`src/design/grc_pkg.sv`:
```
// ----------------------------------------------------------------------------
// grc_pkg
// shared types and constants of the column ray caster
// ----------------------------------------------------------------------------
package grc_pkg;

	localparam int FRAC_BITS  = 16;
	localparam int MAP_SIZE   = 64;
	localparam int WALK_LIMIT = 2 * MAP_SIZE;
	localparam int DIV_STEPS  = 33;

	localparam logic [22:0] DIST_MIN  = 23'd7;
	localparam logic [22:0] PERP_MAX  = 23'd8388607;
	localparam logic [25:0] SLICE_MAX = 26'd40960000;

	localparam logic [2:0] REG_POS_X  = 3'd0;
	localparam logic [2:0] REG_POS_Y  = 3'd1;
	localparam logic [2:0] REG_DIR_X  = 3'd2;
	localparam logic [2:0] REG_DIR_Y  = 3'd3;
	localparam logic [2:0] REG_PLN_X  = 3'd4;
	localparam logic [2:0] REG_PLN_Y  = 3'd5;
	localparam logic [2:0] REG_WIDTH  = 3'd6;
	localparam logic [2:0] REG_HEIGHT = 3'd7;

	localparam logic [1:0] TILE_OPEN = 2'd0;
	localparam logic [1:0] TILE_WALL = 2'd1;
	localparam logic [1:0] TILE_DOOR = 2'd2;

	localparam logic OP_WRITE = 1'b0;
	localparam logic OP_CAST  = 1'b1;

	typedef enum logic [1:0] {
		DIV_CAM,
		DIV_DX,
		DIV_DY,
		DIV_LINE
	} div_sel_t;

	typedef enum logic [4:0] {
		ST_CLEAR,
		ST_IDLE,
		ST_CAM_GO,
		ST_CAM_WAIT,
		ST_RAY_MUL,
		ST_RAY_LD,
		ST_DX_GO,
		ST_DX_WAIT,
		ST_DY_GO,
		ST_DY_WAIT,
		ST_SD_MUL,
		ST_STEP,
		ST_CHECK,
		ST_PERP,
		ST_LINE_GO,
		ST_LINE_WAIT,
		ST_FINISH
	} state_t;

	typedef struct packed {
		logic        clr_we;
		logic [11:0] clr_addr;
		logic        item_ld;
		logic        div_start;
		div_sel_t    div_sel;
		logic        div_take;
		logic        mul_go;
		logic [2:0]  mul_idx;
		logic        ray_ld;
		logic        step;
		logic        check;
		logic        perp_ld;
		logic        out_ld;
	} cmd_t;

	typedef struct packed {
		logic div_busy;
		logic hit;
		logic out_busy;
	} status_t;

endpackage

```
`src/design/grc_ctrl.sv`:
```
// ----------------------------------------------------------------------------
// grc_ctrl
// sequencer for map clearing, map writes and column casts
// ----------------------------------------------------------------------------
module grc_ctrl
	import grc_pkg::*;
(
	input  logic    clk,
	input  logic    arst_n,
	input  logic    s_tvalid,
	input  logic    s_tuser,
	output logic    s_tready,
	input  status_t sts,
	output cmd_t    cmd
);

	state_t      state_q, state_d;
	logic [11:0] cnt_q, cnt_d;

	always_ff @(posedge clk or negedge arst_n) begin
		if (!arst_n) begin
			state_q <= ST_CLEAR;
			cnt_q   <= '0;
		end else begin
			state_q <= state_d;
			cnt_q   <= cnt_d;
		end
	end

	always_comb begin
		state_d  = state_q;
		cnt_d    = cnt_q;
		s_tready = 1'b0;
		cmd      = '0;
		cmd.div_sel = DIV_CAM;
		unique case (state_q)
			ST_CLEAR: begin
				cmd.clr_we   = 1'b1;
				cmd.clr_addr = cnt_q;
				cnt_d        = cnt_q + 12'd1;
				if (cnt_q == 12'(MAP_SIZE * MAP_SIZE - 1)) begin
					state_d = ST_IDLE;
					cnt_d   = '0;
				end
			end
			ST_IDLE: begin
				s_tready    = 1'b1;
				cmd.item_ld = s_tvalid;
				if (s_tvalid && (s_tuser == OP_CAST)) begin
					state_d = ST_CAM_GO;
				end
			end
			ST_CAM_GO: begin
				cmd.div_start = 1'b1;
				state_d       = ST_CAM_WAIT;
			end
			ST_CAM_WAIT: begin
				if (!sts.div_busy) begin
					cmd.div_take = 1'b1;
					cnt_d        = '0;
					state_d      = ST_RAY_MUL;
				end
			end
			ST_RAY_MUL: begin
				cmd.mul_go  = (cnt_q < 12'd4);
				cmd.mul_idx = {1'b0, cnt_q[1:0]};
				cnt_d       = cnt_q + 12'd1;
				if (cnt_q == 12'd4) begin
					state_d = ST_RAY_LD;
				end
			end
			ST_RAY_LD: begin
				cmd.ray_ld = 1'b1;
				state_d    = ST_DX_GO;
			end
			ST_DX_GO: begin
				cmd.div_sel   = DIV_DX;
				cmd.div_start = 1'b1;
				state_d       = ST_DX_WAIT;
			end
			ST_DX_WAIT: begin
				cmd.div_sel = DIV_DX;
				if (!sts.div_busy) begin
					cmd.div_take = 1'b1;
					state_d      = ST_DY_GO;
				end
			end
			ST_DY_GO: begin
				cmd.div_sel   = DIV_DY;
				cmd.div_start = 1'b1;
				state_d       = ST_DY_WAIT;
			end
			ST_DY_WAIT: begin
				cmd.div_sel = DIV_DY;
				if (!sts.div_busy) begin
					cmd.div_take = 1'b1;
					cnt_d        = '0;
					state_d      = ST_SD_MUL;
				end
			end
			ST_SD_MUL: begin
				cmd.mul_go  = (cnt_q < 12'd4);
				cmd.mul_idx = {1'b1, cnt_q[1:0]};
				cnt_d       = cnt_q + 12'd1;
				if (cnt_q == 12'd4) begin
					cnt_d   = '0;
					state_d = ST_STEP;
				end
			end
			ST_STEP: begin
				cmd.step = 1'b1;
				state_d  = ST_CHECK;
			end
			ST_CHECK: begin
				cmd.check = 1'b1;
				if (sts.hit || (cnt_q == 12'(WALK_LIMIT - 1))) begin
					state_d = ST_PERP;
				end else begin
					cnt_d   = cnt_q + 12'd1;
					state_d = ST_STEP;
				end
			end
			ST_PERP: begin
				cmd.perp_ld = 1'b1;
				state_d     = ST_LINE_GO;
			end
			ST_LINE_GO: begin
				cmd.div_sel   = DIV_LINE;
				cmd.div_start = 1'b1;
				state_d       = ST_LINE_WAIT;
			end
			ST_LINE_WAIT: begin
				cmd.div_sel = DIV_LINE;
				if (!sts.div_busy) begin
					cmd.div_take = 1'b1;
					state_d      = ST_FINISH;
				end
			end
			ST_FINISH: begin
				if (!sts.out_busy) begin
					cmd.out_ld = 1'b1;
					state_d    = ST_IDLE;
				end
			end
			default: begin
				state_d = ST_IDLE;
			end
		endcase
	end

endmodule

```
`config.mk`:
```
export PLATFORM = sky130hd
export DESIGN_NAME = grc_ctrl
export DESIGN_NICKNAME = d
export VERILOG_FILES = /design/src/design/grc_pkg.sv /design/src/design/grc_ctrl.sv
export SDC_FILE = /design/constraint.sdc
export NUM_CORES = 1
export LEC_CHECK = 0
export BUFFER_PORTS_ARGS = -buffer_cell sky130_fd_sc_hd__buf_2
export CAP_MARGIN = 20
export CORE_MARGIN = 2
export CORE_UTILIZATION = 53
export DETAILED_ROUTE_END_ITERATION = 6
export PLACE_DENSITY_LB_ADDON = 0.1
export SYNTH_ARGS = -nofsm -noshare
export SYNTH_HDL_FRONTEND = slang
export SYNTH_SLANG_ARGS = --single-unit
```
`constraint.sdc`:
```
create_clock -name clk -period 3.4 [get_ports clk]
set_input_delay 0.68 -clock clk [delete_from_list [all_inputs] [get_ports clk]]
set_output_delay 0.68 -clock clk [all_outputs]
set_load 0.01 [all_outputs]
```
Word-level counts from Yosys, hierarchy flattened

Index checks and enable logic that the tools add are counted.

Memories kept: 0
Bits of input ports: 7
Register bits: 17
Memory bits (read-only): 0
Latch bits: 0
RAM bits: 0

Shift operators: 0
Div/mod/pow operators: 0
$lt $le $gt $ge: 1
Muxes and demuxes: 30
Bitwise logic cells: 0
Add/subtract/negate cells: 1
Equal/unequal tests: 30
$mul: 0
Reductions and logical operators: 12

Operator list:

| kind                                                 | count |
|---|---|
| case mux 5 bit (17 select lines)                     | 1 |
| case mux 12 bit (5 select lines)                     | 1 |
| two-way mux 12 bit                                   | 4 |
| two-way mux 5 bit                                    | 9 |
| == test 5 x 4 -> 1 bit (second input constant)       | 8 |
| inequality test 2 bit (second input constant)        | 11 |
| == test 5 x 3 -> 1 bit (second input constant)       | 4 |
| two-way mux 13 bit                                   | 1 |
| adder 12 x 1 -> 12 bit (second input constant)       | 1 |
| == test 12 bit (second input constant)               | 1 |
| == test 12 x 3 -> 1 bit (second input constant)      | 1 |
| == test 12 x 7 -> 1 bit (second input constant)      | 1 |
| < comparator 12 x 3 -> 1 bit (second input constant) | 1 |
| two-way mux 1 bit                                    | 11 |
| == test 5 x 2 -> 1 bit (second input constant)       | 2 |
| AND reduction 9 bit                                  | 1 |
| case mux 4 bit (2 select lines)                      | 1 |
| OR reduction 2 bit                                   | 4 |
| OR reduction 4 bit                                   | 2 |
| case mux 2 bit (3 select lines)                      | 1 |
| == test 5 x 1 -> 1 bit (second input constant)       | 1 |
| == test 5 bit (second input constant)                | 1 |
| logical NOT 5 bit                                    | 1 |
| nonzero test 5 bit                                   | 1 |
| 4 further kinds                                      | 4 |

Longest topological paths before layout

Gate-level depths: netlist (run 1).

Depth in word-level cells: 4
Gate-level depth with buffers: 8
Gate-level depth less buffers: 8

Worst setup path after synthesis (run 1)

OpenSTA, ideal clock, no wires.

Kind: flip-flop to output port
From: register state_q[3]
To: output port cmd[24] (netlist bit)
Slack: 1.066 ns
Path buffers: 3
Arrival: 1.654 ns
Stages on the path, launching flop included: 6
Required time: 2.720 ns
Path through: dfrtp_1 -> buf_2 -> clkbuf_1 -> nor4_1 -> clkbuf_1 -> and2_2

RTL lines:

| element                  | line           | text |
|---|---|---|
| start: declaration       | grc_ctrl.sv:17 | `state_t state_q, state_d;` |
| start signal: assignment | grc_ctrl.sv:25 | `state_q <= state_d;` |
| end: declaration         | grc_ctrl.sv:14 | `output cmd_t cmd` |

==> results of run 1 <==
## per-stage QoR
step / std cells / util / hold WS, ns
6_report: 236 / 0.613 / 0.291
5_1_grt: 236 / 0.613 / 0.300
4_1_cts: 236 / 0.613 / 0.306
3_5_place_dp: 232 / 0.603 / 0.580
3_3_place_gp: 232 / 0.603 / 0.582
2_1_floorplan: 179 / - / 0.384
## power breakdown
part	switching [mW]	internal [mW]	leakage (nW)
clock	0.0702	0.0457	0.0150
sequential	0	0.202	0.217
combinational	0.00762	0.00343	0.517
## path summary, 6_finish.rpt
kind | to | cells past startpoint
worst max-delay path | cmd[8] | 4
worst min-delay path | state_q[0]$_DFFE_PN0P_ | 1
worst max register to register | cnt_q[4]$_DFFE_PN0P_ | 5
worst min register to register | cnt_q[9]$_DFFE_PN0P_ | 2
max in group asynchronous | cnt_q[2]$_DFFE_PN0P_ | 1
min in group clk | cnt_q[9]$_DFFE_PN0P_ | 2
## area by class of cell
cell class              count  area [sq um]  share of cell area
repair buffers             35           178               0.106
multi-input cells         142           981               0.586
well taps                  31          38.8              0.0232
inverters                   7          26.3              0.0157
clock buffers               4          26.3              0.0157
flip-flops and latches     17           425               0.254
## Yosys cell counts, types with 3 or more instances
library cell and number:
sky130_fd_sc_hd__a21oi_1 7, sky130_fd_sc_hd__and2_1 15, sky130_fd_sc_hd__buf_2 4, sky130_fd_sc_hd__clkbuf_1 4, sky130_fd_sc_hd__dfrtp_1 17, sky130_fd_sc_hd__inv_1 7
sky130_fd_sc_hd__nand2_1 12, sky130_fd_sc_hd__nand3_1 10, sky130_fd_sc_hd__nor2_1 15, sky130_fd_sc_hd__nor3_1 9, sky130_fd_sc_hd__nor4_1 3, sky130_fd_sc_hd__o211ai_1 3
sky130_fd_sc_hd__o21ai_0 4, sky130_fd_sc_hd__o41ai_1 3, sky130_fd_sc_hd__xnor2_1 3, sky130_fd_sc_hd__xor2_1 4
## flip-flops by register name, indices dropped and copies added (netlist names)
| name | count |
|---|---|
| state_q | 5 |
| cnt_q | 12 |
## kinds of logic (layout without fill, tap and decap cells)
kind of cell	count (synthesis)	in the layout	synth area share
and+or+nand+nor	92	92	0.358
AOI/OAI and AO/OA	39	39	0.217
buffers and inverters	20	46	0.0680
DFF	17	17	0.282
xor gates and xnor gates	7	7	0.0406
adders and majority gates	2	2	0.0166
muxes	2	2	0.0174
## layer usage
layer,vias to the layer above,part of all wire
li1,701,-
met1,640,0.49
met2,35,0.46
met3,4,0.042
met4,0,0.0092
met5,-,0
## worst reg2reg max path, stage by stage (launching register included)
cell                      delay (ns)
sky130_fd_sc_hd__dfrtp_1        0.62
sky130_fd_sc_hd__or2_1          0.32
sky130_fd_sc_hd__or3_1          0.46
sky130_fd_sc_hd__o21ai_4        0.42
sky130_fd_sc_hd__nor2_1         0.17
sky130_fd_sc_hd__a221o_1        0.31
==> reports/summary.log, run 1 <==
INFO  status         status=complete, no violations
INFO  placement      gp_routability_congestion=0.874
INFO  critical_path  cp.required=2.72ns
INFO  synth          synth_top_area_frac=0.282
INFO  clocking       clkTransAtPathRegs=0.11ns
INFO  synth          synth.cell_area=0.00151sqmm
INFO  critical_path  path_cells=or3b_1, a21boi_0, and4b_1, buf_2
INFO  clocking       cts_htree_levels=1
INFO  power          power.density_cell_area=196mW/mm^2
INFO  layout         mostFrequentLayoutCells=34 x sky130_fd_sc_hd__buf_2, 17 x sky130_fd_sc_hd__dfrtp_1, 15 x sky130_fd_sc_hd__and2_1, 15 x sky130_fd_sc_hd__nor2_1, 12 x sky130_fd_sc_hd__nand2_1
INFO  floorplanning  initial_util=0.552
INFO  critical_path  path_buf_inv=1
INFO  placement      portBuffers=34
INFO  synth          synth_largest_area_cell=sky130_fd_sc_hd__dfrtp_1
INFO  critical_path  critical_path_max_stage_delay=0.73ns
INFO  global_route   antenna_found_initial=0
INFO  timing         finalCriticalPeriod=2.78ns
INFO  routing        number_of_vias_per_cell=5.85
INFO  synth          synth_edf_count=0
INFO  global_route   busiest_layer_in_global_routing=met2
INFO  critical_path  worstPathMaxFanout=20
INFO  routing        routed_wirelength=3390um
INFO  timing         setup_viol=0
INFO  global_route   use_met1=0.310
INFO  global_route   grt_max_degree=21
INFO  routing        ant_nets_after_route=0
INFO  critical_path  regToRegSetupSlack=0.99ns
INFO  critical_path  crit_family=flip-flops
INFO  clocking       clkSinkCount=17
INFO  clocking       numCtsBuffers=3
INFO  clocking       hold_buffers=0
INFO  routing        remaining_drc_errors=0
INFO  floorplanning  vertical_die_dimension=57.4um
INFO  layout         syn2layout_area_growth=11.0%
INFO  layout         antenna-diode-count=0
INFO  global_route   overflow=0
INFO  critical_path  critPathKind=reg2out
INFO  layout         layout.cell_area.non_filler=0.00168sqmm
INFO  clocking       clock_tree.buffer_depth=2
INFO  synth          synth_area_per_cell=8.43squm
INFO  power          worst_ir_drop_vdd=0.168mV
INFO  critical_path  critPathSlowestCell=sky130_fd_sc_hd__dfrtp_1
INFO  global_route   first_global_vias=1246
INFO  timing         timing.setup.tns=0ns
INFO  global_route   global_route_wire_length_before_repair=5790um
INFO  job            max-cap-violations=0
INFO  synth          synth_ff_type=sky130_fd_sc_hd__dfrtp_1
INFO  min_path       hold_path_class=in2async
INFO  routing        dr_total_vias=1380
INFO  synth          netlist_instances=179
INFO  layout         filler_cells_inserted=254
INFO  routing        post_drt_wl_per_cell=14.4um
INFO  critical_path  critical_path_launch_point_type=register
INFO  timing         headroom_to_the_max_slew_limit=0.597
INFO  timing         finalWorstSetupSlack=0.620ns
INFO  timing         worstMarginPinSlew=0.597ns
INFO  timing         timing.clock.skew=0.00202ns
INFO  synth          post_synth_num_cell_types=65
INFO  synth          yosys_register_bits=17
INFO  critical_path  critical_path_arrival=2.10ns
INFO  critical_path  worstSetupStartpoint=state_q[2]$_DFFE_PN0P_
INFO  layout         layout_commonest_cell=sky130_fd_sc_hd__buf_2
INFO  power          static-leakage-power=0.749nW
INFO  floorplanning  top_level_ports=35
INFO  floorplanning  num_rows=19
INFO  clocking       cts_tree=done
INFO  global_route   grtUsageMet3=0.0204
INFO  placement      preCtsSetupSlack=0.982ns
INFO  synth          synthArstFlopShare=1.00
INFO  clocking       post_cts_resize_count=0
INFO  layout         num-nets-final=215
INFO  timing         grt_setup_unrepaired=no
INFO  placement      hpwlAfterDp=2490um
INFO  timing         report.final.hold_viol_count=0
INFO  timing         drv_slew=0
INFO  timing         final_min_period_over_clock_period=0.818
INFO  global_route   met2_routing_resource_usage_after_global_routing=0.360
INFO  synth          synth_seq_area_share=0.282
INFO  clocking       worst_skew_pair.late_latency=0.30ns
INFO  power          total_power=0.329mW
INFO  floorplanning  design.core.area=0.00273sqmm
INFO  routing        firstDrtPassIters=4
INFO  placement      postPlaceCellArea=0.00165sqmm
INFO  critical_path  r2r-start=state_q[1]$_DFFE_PN0P_
INFO  synth          synth_fp_nets=188
INFO  floorplanning  die_width=57.4um
INFO  clocking       post-cts-setup-buffers=0
INFO  timing         maxClockFrequency=0.360GHz
INFO  synth          synth-warning-count=0
INFO  layout         fraction_of_layout_instances_using_a_drive_strength_above_1=0.278
INFO  floorplanning  die_area=0.00329sqmm
INFO  critical_path  timing.critical_path.to_type=primary output
INFO  routing        drt_first_iter_violations=42
INFO  global_route   globalRouteTotalUtil=0.220
INFO  synth          yosys-top-cells-area=sky130_fd_sc_hd__dfrtp_1 28%, sky130_fd_sc_hd__and2_1 6.2%, sky130_fd_sc_hd__nor2_1 3.7%
INFO  clocking       clock_tree.root_cell=sky130_fd_sc_hd__clkbuf_4
Note: power is estimated with default switching activity, not from simulation.
==> run 2, diff against run 1 <==
==> constraint.sdc (replaced) <==
create_clock -name clk -period 2.7 [get_ports clk]
set_input_delay 0.54 -clock clk [delete_from_list [all_inputs] [get_ports clk]]
set_output_delay 0.54 -clock clk [all_outputs]
set_load 0.01 [all_outputs]
==> reports/summary.log, run 2 (same netlist as run 1, synthesis figures left out) <==
INFO  clocking       cts_htree_levels=1
INFO  timing         drv_slew=0
INFO  critical_path  cp.required=2.16ns
INFO  power          worst_ir_drop_vdd=0.236mV
INFO  timing         maxClockFrequency=0.390GHz
INFO  clocking       numCtsBuffers=3
INFO  layout         regMostFlops=cnt_q
INFO  power          static-leakage-power=0.756nW
INFO  global_route   first_global_vias=1307
INFO  layout         reg.largest.list=cnt_q: 12 flops, state_q: 5 flops
INFO  critical_path  worstPathMaxFanout=20
INFO  timing         final_min_period_over_clock_period=0.951
INFO  timing         worstMarginPinSlew=0.625ns
INFO  layout         final_cells=238
INFO  routing        drt_first_iter_violations=51
INFO  layout         largest_register_ffs=12
INFO  clocking       cts_tree=done
INFO  job            max-cap-violations=0
INFO  clocking       post-cts-setup-buffers=0
INFO  layout         layout_commonest_cell=sky130_fd_sc_hd__buf_2
INFO  critical_path  critPathKind=reg2out
INFO  layout         syn2layout_area_growth=12.2%
INFO  global_route   antenna_found_initial=0
INFO  routing        dr_total_vias=1389
INFO  layout         num-nets-final=217
INFO  timing         grt_setup_unrepaired=no
INFO  layout         fraction_of_layout_instances_using_a_drive_strength_above_1=0.295
INFO  global_route   overflow=0
INFO  layout         mostFrequentLayoutCells=34 x sky130_fd_sc_hd__buf_2, 15 x sky130_fd_sc_hd__and2_1, 15 x sky130_fd_sc_hd__nor2_1, 15 x sky130_fd_sc_hd__dfrtp_1, 12 x sky130_fd_sc_hd__nand2_1
INFO  routing        post_drt_wl_per_cell=15.3um
INFO  floorplanning  design.core.area=0.00273sqmm
INFO  min_path       hold_path_class=in2async
INFO  power          total_power=0.419mW
INFO  floorplanning  num_rows=19
INFO  floorplanning  die_width=57.4um
INFO  routing        remaining_drc_errors=0
INFO  global_route   global_route_wire_length_before_repair=6280um
INFO  timing         setup_viol=0
INFO  placement      gp_routability_congestion=0.896
INFO  routing        number_of_vias_per_cell=5.84
INFO  timing         report.final.hold_viol_count=0
INFO  routing        routed_wirelength=3640um
INFO  placement      post-place-cells=234
INFO  status         status=complete, no violations
INFO  timing         finalCriticalPeriod=2.57ns
INFO  global_route   grt_max_degree=21
INFO  timing         timing.clock.skew=0.00218ns
INFO  global_route   globalRouteTotalUtil=0.244
INFO  critical_path  timing.critical_path.to_type=primary output
INFO  clocking       clkSinkCount=17
INFO  floorplanning  die_area=0.00329sqmm
INFO  routing        ant_nets_after_route=0
INFO  routing        firstDrtPassIters=4
INFO  clocking       worst_skew_pair.late_latency=0.31ns
INFO  timing         timing.setup.tns=0ns
INFO  floorplanning  initial_util=0.552
INFO  layout         antenna-diode-count=0
INFO  clocking       clkTransAtPathRegs=0.11ns
INFO  floorplanning  vertical_die_dimension=57.4um
INFO  placement      hpwlAfterDp=2660um
INFO  critical_path  critical_path_arrival=2.03ns
INFO  clocking       clock_tree.root_cell=sky130_fd_sc_hd__clkbuf_4
INFO  critical_path  critical_path_launch_point_type=register
INFO  placement      portBuffers=34
INFO  timing         headroom_to_the_max_slew_limit=0.578
INFO  floorplanning  top_level_ports=35
INFO  power          power.density_cell_area=247mW/mm^2
INFO  clocking       clock_tree.buffer_depth=2
==> run 2: per-layer routing <==
layer  global-route usage  routed length, um  up-vias
met5                    0                  0        -
met4               0.0963                 68        0
met3               0.0408                186        7
met2                0.375               1610       34
met1                0.344               1780      649
li1                     -                  -      699
==> run 2: timing repair <==
action	4_1_cts	5_1_grt
resized for setup	1	1
hold buffers	0	0
setup endpoints to repair	1	2
==> run 2: path summary, 6_finish.rpt <==
path,start,to,slack [ns],depth (start not counted)
max,state_q[2]$_DFFE_PN0P_,cmd[8],0.13,4
max in group asynchronous,arst_n,state_q[2]$_DFFE_PN0P_,2.23,1
max reg2reg,cnt_q[1]$_DFFE_PN0P_,cnt_q[4]$_DFFE_PN0P_,0.35,7
min in group clk,cnt_q[9]$_DFFE_PN0P_,cnt_q[9]$_DFFE_PN0P_,0.62,2
min reg2reg,cnt_q[9]$_DFFE_PN0P_,cnt_q[9]$_DFFE_PN0P_,0.62,2
min,arst_n,cnt_q[7]$_DFFE_PN0P_,0.15,1
==> run 2: layout make-up <==
type                    instances  area, sq um
repair buffers                 37          193
clock buffers                   4         26.3
inverters                       7         26.3
multi-input cells             142          981
flip-flops and latches         17          428
fillers                       279         1040
well taps                      31         38.8
==> run 2: power breakdown <==
group | switching, mW | internal, mW | total [mW]
clock | 0.0926 | 0.0577 | 0.150
sequential | 0 | 0.254 | 0.254
combinational | 0.00986 | 0.00432 | 0.0142
==> run 2: critical path: stages (launching register included) <==
cell	delay [ns]
sky130_fd_sc_hd__dfrtp_2	0.58
sky130_fd_sc_hd__or3b_1	0.37
sky130_fd_sc_hd__a21boi_0	0.37
sky130_fd_sc_hd__and4b_1	0.27
sky130_fd_sc_hd__buf_2	0.13
==> run 2: stage by stage <==
step                      utilization  setup WS (ns)  cell area, sq um  hold slack (ns)
after floorplan                     -          0.506              1510            0.244
after global placement          0.609          0.335              1660            0.492
after detailed placement        0.609          0.319              1660            0.506
after CTS                       0.619         0.0587              1690            0.154
after global routing            0.619         0.0209              1690            0.166
final                           0.619          0.133              1690            0.148
==> run 3, diff against run 2 <==
--- a/config.mk
+++ b/config.mk
@@ -5,6 +5,7 @@
 export SDC_FILE = /design/constraint.sdc
 export NUM_CORES = 1
 export LEC_CHECK = 0
+export ABC_AREA = 1
 export BUFFER_PORTS_ARGS = -buffer_cell sky130_fd_sc_hd__buf_2
 export CAP_MARGIN = 20
 export CORE_MARGIN = 2
==> reports/summary.log, run 3 <==
INFO  status         status=complete, no violations
INFO  routing        ant_nets_after_route=0
INFO  timing         finalWorstSetupSlack=0.314ns
INFO  placement      portBuffers=34
INFO  clocking       worst_skew_pair.late_latency=0.30ns
INFO  critical_path  crit_family=simple AND/OR/NAND/NOR gates
INFO  synth          post_synth_num_cell_types=30
INFO  critical_path  critical_path_max_stage_delay=0.51ns
INFO  clocking       clkSinkCount=17
INFO  layout         num-nets-final=348
INFO  clocking       post-cts-setup-buffers=0
INFO  synth          synth-warning-count=0
INFO  global_route   antenna_found_initial=0
INFO  layout         layout.cell_area.non_filler=0.00204sqmm
INFO  synth          yosys_register_bits=17
INFO  synth          yosys-top-cells-area=sky130_fd_sc_hd__dfrtp_1 23%, sky130_fd_sc_hd__nand2_1 19%, sky130_fd_sc_hd__nand2_2 8.5%
INFO  synth          synth_largest_area_cell=sky130_fd_sc_hd__dfrtp_1
INFO  critical_path  path_common_cell=sky130_fd_sc_hd__nor2_2
INFO  routing        remaining_drc_errors=0
INFO  power          power.density_cell_area=205mW/mm^2
INFO  layout         syn2layout_area_growth=10.6%
INFO  layout         reg.largest.list=cnt_q: 12 flops, state_q: 5 flops
INFO  floorplanning  vertical_die_dimension=63.0um
INFO  timing         timing.clock.skew=0.00119ns
INFO  clocking       clock_tree.root_cell=sky130_fd_sc_hd__clkbuf_4
INFO  placement      hpwlAfterDp=3910um
INFO  synth          synth_seq_area_share=0.231
INFO  job            max-cap-violations=0
INFO  timing         hold_ws=0.156ns
INFO  synth          synth_fp_nets=316
INFO  timing         headroom_to_the_max_slew_limit=0.686
INFO  floorplanning  design.core.area=0.00334sqmm
INFO  clocking       cts_htree_levels=1
INFO  floorplanning  initial_util=0.552
INFO  clocking       cts_tree=done
INFO  layout         largest_register_ffs=12
INFO  synth          synthArstFlopShare=1.00
INFO  synth          synth_area_per_cell=6.00squm
INFO  routing        drt_first_iter_violations=168
INFO  critical_path  critPathKind=reg2out
INFO  synth          synth_most_common_cell=sky130_fd_sc_hd__nand2_1
INFO  timing         final_min_period_over_clock_period=0.884
INFO  power          worst_ir_drop_vdd=0.167mV
INFO  global_route   globalRouteTotalUtil=0.272
INFO  critical_path  timing.critical_path.to_type=primary output
INFO  routing        routed_wirelength=5110um
INFO  floorplanning  top_level_ports=35
INFO  layout         finish.utilization=0.610
INFO  min_path       hold_path_class=in2async
INFO  critical_path  path_buf_inv=2
INFO  critical_path  cp.required=2.16ns
INFO  layout         fraction_of_layout_instances_using_a_drive_strength_above_1=0.251
INFO  timing         maxClockFrequency=0.419GHz
INFO  placement      post-place-cells=380
INFO  floorplanning  die_area=0.00396sqmm
INFO  routing        firstDrtPassIters=4
INFO  synth          synth_top_area_frac=0.231
INFO  timing         report.final.hold_viol_count=0
INFO  clocking       hold_buffers=0
INFO  clocking       clkTransAtPathRegs=0.12ns
INFO  layout         layout_commonest_cell=sky130_fd_sc_hd__nand2_1
INFO  critical_path  critPathSlowestCell=sky130_fd_sc_hd__dfrtp_1
INFO  layout         filler_cells_inserted=340
INFO  timing         worstMarginPinSlew=0.470ns
INFO  critical_path  critical_path_arrival=1.85ns
INFO  layout         regMostFlops=cnt_q
INFO  routing        post_drt_wl_per_cell=13.3um
INFO  synth          synth.cell_area=0.00184sqmm
INFO  global_route   global_route_wire_length_before_repair=8590um
INFO  layout         antenna-diode-count=0
INFO  critical_path  critical_path_launch_point_type=register
INFO  placement      preCtsSetupSlack=0.710ns
INFO  synth          synth_edf_count=0
INFO  floorplanning  num_rows=21
INFO  clocking       clock_tree.buffer_depth=2
INFO  routing        dr_total_vias=2066
INFO  global_route   overflow=0
INFO  timing         setup_viol=0
INFO  timing         grt_setup_unrepaired=no
INFO  synth          post_synth_most_frequent_cells=93 x sky130_fd_sc_hd__nand2_1, 41 x sky130_fd_sc_hd__nor2_1, 33 x sky130_fd_sc_hd__inv_1
INFO  routing        number_of_vias_per_cell=5.38
INFO  global_route   first_global_vias=1811
INFO  layout         mostFrequentLayoutCells=93 x sky130_fd_sc_hd__nand2_1, 41 x sky130_fd_sc_hd__nor2_1, 34 x sky130_fd_sc_hd__buf_2
INFO  clocking       numCtsBuffers=3
INFO  placement      gp_routability_congestion=0.983
INFO  placement      postPlaceCellArea=0.00201sqmm
INFO  layout         final_cells=384
INFO  clocking       post_cts_resize_count=0
INFO  critical_path  worstPathMaxFanout=13
INFO  timing         drv_slew=0
INFO  power          static-leakage-power=1.18nW
INFO  timing         timing.setup.tns=0ns
INFO  timing         finalCriticalPeriod=2.39ns
INFO  floorplanning  die_width=63.0um
INFO  synth          netlist_instances=307
INFO  power          total_power=0.418mW
INFO  synth          synth_ff_type=sky130_fd_sc_hd__dfrtp_1
INFO  global_route   grt_max_degree=18
INFO  critical_path  path_cells=nor2_2, nand2_1, nor2_2, inv_2, nor2_1, buf_2
==> run 3: power breakdown <==
| part | switching, mW | leakage [nW] | internal (mW) |
|---|---|---|---|
| sequential | 0 | 0.223 | 0.255 |
| combinational | 0.00830 | 0.936 | 0.00382 |
| clock | 0.0963 | 0.0177 | 0.0553 |
==> run 3: cell type report <==
class	count	area, sq um	area share
clock buffer	3	22.5	0.0111
clock inverter	1	5.00	0.00246
inverter	41	154	0.0756
multi-input combinational	242	1200	0.590
sequential	17	425	0.209
tap	46	57.6	0.0283
timing repair buffer	34	170	0.0835
==> run 3: cell families after synthesis <==
group | synth area share
buffers and inverters | 0.116
adders and majority gates | 0.0136
DFF | 0.231
AOI/OAI and AO/OA | 0.0543
xor gates and xnor gates | 0.0190
and+or+nand+nor | 0.566
==> run 3: path summary, 6_finish.rpt <==
kind / start / slack [ns] / end / depth (start not counted)
worst max-delay path: state_q[2]$_DFFE_PN0P_ / 0.31 / cmd[14] / 6
worst min-delay path: arst_n / 0.16 / cnt_q[8]$_DFFE_PN0P_ / 1
worst max register to register: state_q[2]$_DFFE_PN0P_ / 0.68 / cnt_q[9]$_DFFE_PN0P_ / 9
worst min register to register: cnt_q[4]$_DFFE_PN0P_ / 0.62 / cnt_q[4]$_DFFE_PN0P_ / 2
max in group asynchronous: arst_n / 2.24 / cnt_q[2]$_DFFE_PN0P_ / 1
min in group clk: sts[0] / 0.57 / state_q[4]$_DFFE_PN0P_ / 3
==> run 3: worst reg2reg max path, cell delays in order, from the launching register on <==
cell and delay (ns):
sky130_fd_sc_hd__dfrtp_1 0.51, sky130_fd_sc_hd__nor2_2 0.19, sky130_fd_sc_hd__nand2_1 0.21, sky130_fd_sc_hd__nor2_2 0.20, sky130_fd_sc_hd__inv_2 0.15, sky130_fd_sc_hd__nand2_4 0.11
sky130_fd_sc_hd__inv_2 0.04, sky130_fd_sc_hd__nor2_4 0.38, sky130_fd_sc_hd__nand2_1 0.11, sky130_fd_sc_hd__nand2_1 0.07
==> run 3: metal layers <==
layer,routed length [um],vias to the layer above,global-route usage
li1,-,1030,-
met1,2380,951,0.382
met2,2340,78,0.419
met3,329,7,0.0541
met4,58,0,0.0861
met5,0,-,0
